## src/hw/rtl/psfi_ram.sv

```systemverilog
// Generic single-port-write, single-port-read RAM with registered read data.
// Used for every pair map and the appearance count store; no dependencies.
module psfi_ram #(
	parameter int WIDTH = 8,
	parameter int DEPTH = 256
) (
	input  logic                     clk,
	input  logic                     wr_en,
	input  logic [$clog2(DEPTH)-1:0] wr_addr,
	input  logic [WIDTH-1:0]         wr_data,
	input  logic                     rd_en,
	input  logic [$clog2(DEPTH)-1:0] rd_addr,
	output logic [WIDTH-1:0]         rd_data
);

	logic [WIDTH-1:0] mem [DEPTH];

	// Write port
	always_ff @(posedge clk) begin
		if (wr_en) begin
			mem[wr_addr] <= wr_data;
		end
	end

	// Registered read port; data holds until the next read
	always_ff @(posedge clk) begin
		if (rd_en) begin
			rd_data <= mem[rd_addr];
		end
	end

endmodule

```

## config.mk

```make
export PLATFORM = sky130hd
export DESIGN_NAME = psfi_ram
export DESIGN_NICKNAME = d
export VERILOG_FILES = /design/src/hw/rtl/psfi_ram.sv
export SDC_FILE = /design/constraint.sdc
export NUM_CORES = 2
export LEC_CHECK = 0
export BUFFER_PORTS_ARGS = -buffer_cell sky130_fd_sc_hd__buf_4
export CORE_MARGIN = 4
export CORE_UTILIZATION = 46
export CTS_CLUSTER_DIAMETER = 80
export CTS_CLUSTER_SIZE = 10
export DETAILED_ROUTE_END_ITERATION = 7
export SLEW_MARGIN = 5
export SYNTH_ARGS = -nofsm -noshare
export SYNTH_HDL_FRONTEND = slang
export SYNTH_SLANG_ARGS = --single-unit
```

## constraint.sdc

```tcl
create_clock -name clk -period 2.5 [get_ports clk]
set_input_delay 0.125 -clock clk [delete_from_list [all_inputs] [get_ports clk]]
set_output_delay 0.125 -clock clk [all_outputs]
set_load 0.02 [all_outputs]
```

==> impl_metrics.ini <==
[outcome]
status = complete, no violations

[floorplan]
dieArea_mm2 = 0.180
coreArea_mm2 = 0.172
rows = 152
start_util = 0.463
die_width_um = 424
io_pins = 35
die_h_um = 424

[cells_and_area]
finalInstanceArea_mm2 = 0.0939
drive_above_1_share = 0.325
multi_input_area_mm2 = 0.0166
finalNonFillerCells = 6786
final_nets = 4486
final_cell_mix = 2,056 x edfxtp_1, 623 x buf_4, 454 x mux4_2
syn_to_final_growth_pct = 17.9
final_common_cell = edfxtp_1
register_area_mm2 = 0.0617
nFillCells = 13100

[timing]
whs_ns = 0.0617
setup_violations = 0
fin_crit_ns = 2.46
final_max_slew_viol_count = 0
setup_tns_ns = 0
relSlewSlack = 0.421
hold_violations = 0
tightest_slew_ns = 0.860
period_share = 0.985
clock.fmax_mhz = 406
rsz0062_at_grt = no
fin_worst_skew_ns = 0.0345

[grt]
antenna_found_initial = 6
grt_start_max_net_pins = 137
grt_pass1_wl_mm = 296
track_usage = 0.228
gr-total-overflow = 0
grt_pass1_vias = 41500

[worst_hold_path]
whs_endpoint = mem[184][0]
hold_class = in2reg
hold_depth = 4
min_from = wr_addr[4]

[critical_path]
cp_data_required_time_ns = 3.09
timing.rr.end = rd_data[3]
rrSetupSlack_ns = 0.04
setup.worst_path.class = reg2reg
ff2ff_path_depth = 7
critPathArrivalTime_ns = 3.05
worstPathMaxFanout = 1
r2r-start = mem[83][3]
start_kind = flop
cp-end-kind = flop

[clocking]
cts_buffer_depth = 3
cts.clk_slew.worst_paths_ns = 0.06
cts_tree = done
cts_setup_buffers = 0
cts_inserted_buffers = 224
clk_latency_ns = 0.83
clock_sinks = 2056
clock_tree.root_cell = clkbuf_16
htree_levels = 4

[place]
hpwl_mm = 130
portBuffers = 34
place_congestion = 0.825
dp_cells = 6528
placed_cell_area_mm2 = 0.0877

[routing]
vias = 40700
final_antenna_net_count = 0
viasPerCell = 6.00
drt_first_iter_violations = 4710
wire_per_inst_um = 30.0
firstDrtPassIters = 6
drt_wl_total_mm = 204
drc_errors = 0

[power_and_ir_drop]
power_density_mw_per_mm2 = 749
ir_worst_vdd_v = 0.000717
power.leakage_nw = 30.3

[synth]
synth_warnings = 0
netlist_instances = 3733
yosys.area.top_type_share = 0.775
ys_ff_latch = 2056
syn_area_per_cell_um2 = 21.3
post_synth_main_area_contributors = edfxtp_1 78%, mux4_2 13%, mux2i_1 1.7%
seq_area_frac_synth = 0.775
synth_area_mm2 = 0.0796
yosys.area.top_type = edfxtp_1
syn-num-nets = 3760
synth_cell_types = 54

[job]
max-cap-violations = 0
==> how the worst max path moves through the flow <==
| stage | startpoint | to | slack [ns] | cells past startpoint |
|---|---|---|---|---|
| after floorplan | rd_addr[0] | rd_data[2] | 0.30 | 9 |
| after global placement | rd_addr[0] | rd_data[0] | -0.96 | 8 |
| after detailed placement | rd_addr[1] | rd_data[6] | -0.70 | 8 |
| after CTS | mem[129][1] | rd_data[1] | 0.03 | 7 |
| after global routing | mem[160][0] | rd_data[0] | 0.007 | 7 |
| final | mem[83][3] | rd_data[3] | 0.04 | 7 |
==> cell usage after synthesis (all sizes together) <==
master,number
edfxtp,2056
and2,6
a311oi,2
a22o,8
nand2,33
o32ai,5
nand3b,2
a31oi,2
or2,4
or2b,1
a22oi,133
o22ai,28
inv,1
mux2i,134
clkinv,1
a2111oi,5
nor2b,31
clkbuf,111
or3b,1
o211ai,10
nor2,282
o221ai,47
and3b,2
nor3,22
o22a,5
nand2b,8
o21ai,12
nor4,27
o311ai,1
mux4,456
nand4,10
a221oi,14
and3,1
a211oi,16
a21boi,1
a21oi,96
nand3,34
buf,122
mux2,1
nor3b,1
nor4b,1
==> report_power, final <==
group | total [W] | switching (W) | internal [W]
clock network | 0.0282 | 0.0124 | 0.0158
registers | 0.0381 | 0.0000434 | 0.0380
logic | 0.00405 | 0.00241 | 0.00164
==> layer usage <==
metal  part of all wire  vias up  global-route usage
met5                  0        -                   0
met4              0.027        0              0.0636
met3              0.082      283              0.0414
met2               0.48     1782               0.361
met1               0.41    21600               0.328
li1                   -    17000                   -
==> sequential cells by signal (all words and copies together), names as in the netlist <==
signal	count
mem	2048
rd_data	8
==> kinds of logic after synthesis <==
kind of cell,Yosys count,synth area share
DFF,2056,0.775
muxes,591,0.146
and+or+nand+nor,466,0.0263
AOI/OAI and AO/OA,385,0.0342
buffers and inverters,235,0.0183
==> what timing repair did <==
action                                   CTS  global route
gates cloned                               0             0
resized for setup                         13            15
hold buffers                              15             0
endpoints found under the hold margin   1025             0
endpoints found under the setup margin     6             7
pin swaps                                  0             4
==> worst max-delay path, cell delays in order (launching register included) <==
cell	delay (ns)
edfxtp_1	0.36
mux4_2	0.49
a22o_1	0.29
a221oi_2	0.31
o32ai_1	0.21
nor3_1	0.34
buf_4	0.18
nor4_1	0.04
==> through the flow <==
step | util | total power (W) | worst slack (ns)
6_report | 0.546 | 0.0703 | 0.0367
2_1_floorplan | - | 0.0406 | 0.299
5_1_grt | 0.546 | 0.0725 | 0.00748
3_5_place_dp | 0.510 | 0.0428 | -0.703
3_3_place_gp | 0.510 | 0.0428 | -0.965
4_1_cts | 0.545 | 0.0709 | 0.0261
==> layout make-up <==
| type | count | area share |
|---|---|---|
| flip-flops and latches | 2056 | 0.658 |
| clock inverters | 16 | 0.00289 |
| clock buffers | 225 | 0.0600 |
| inverters | 2 | 0.0000800 |
| repair buffers | 733 | 0.0711 |
| multi-input cells | 1442 | 0.177 |
| diodes | 2 | 0.0000533 |
| well taps | 2310 | 0.0308 |
Power figures use the tool's default switching activity.
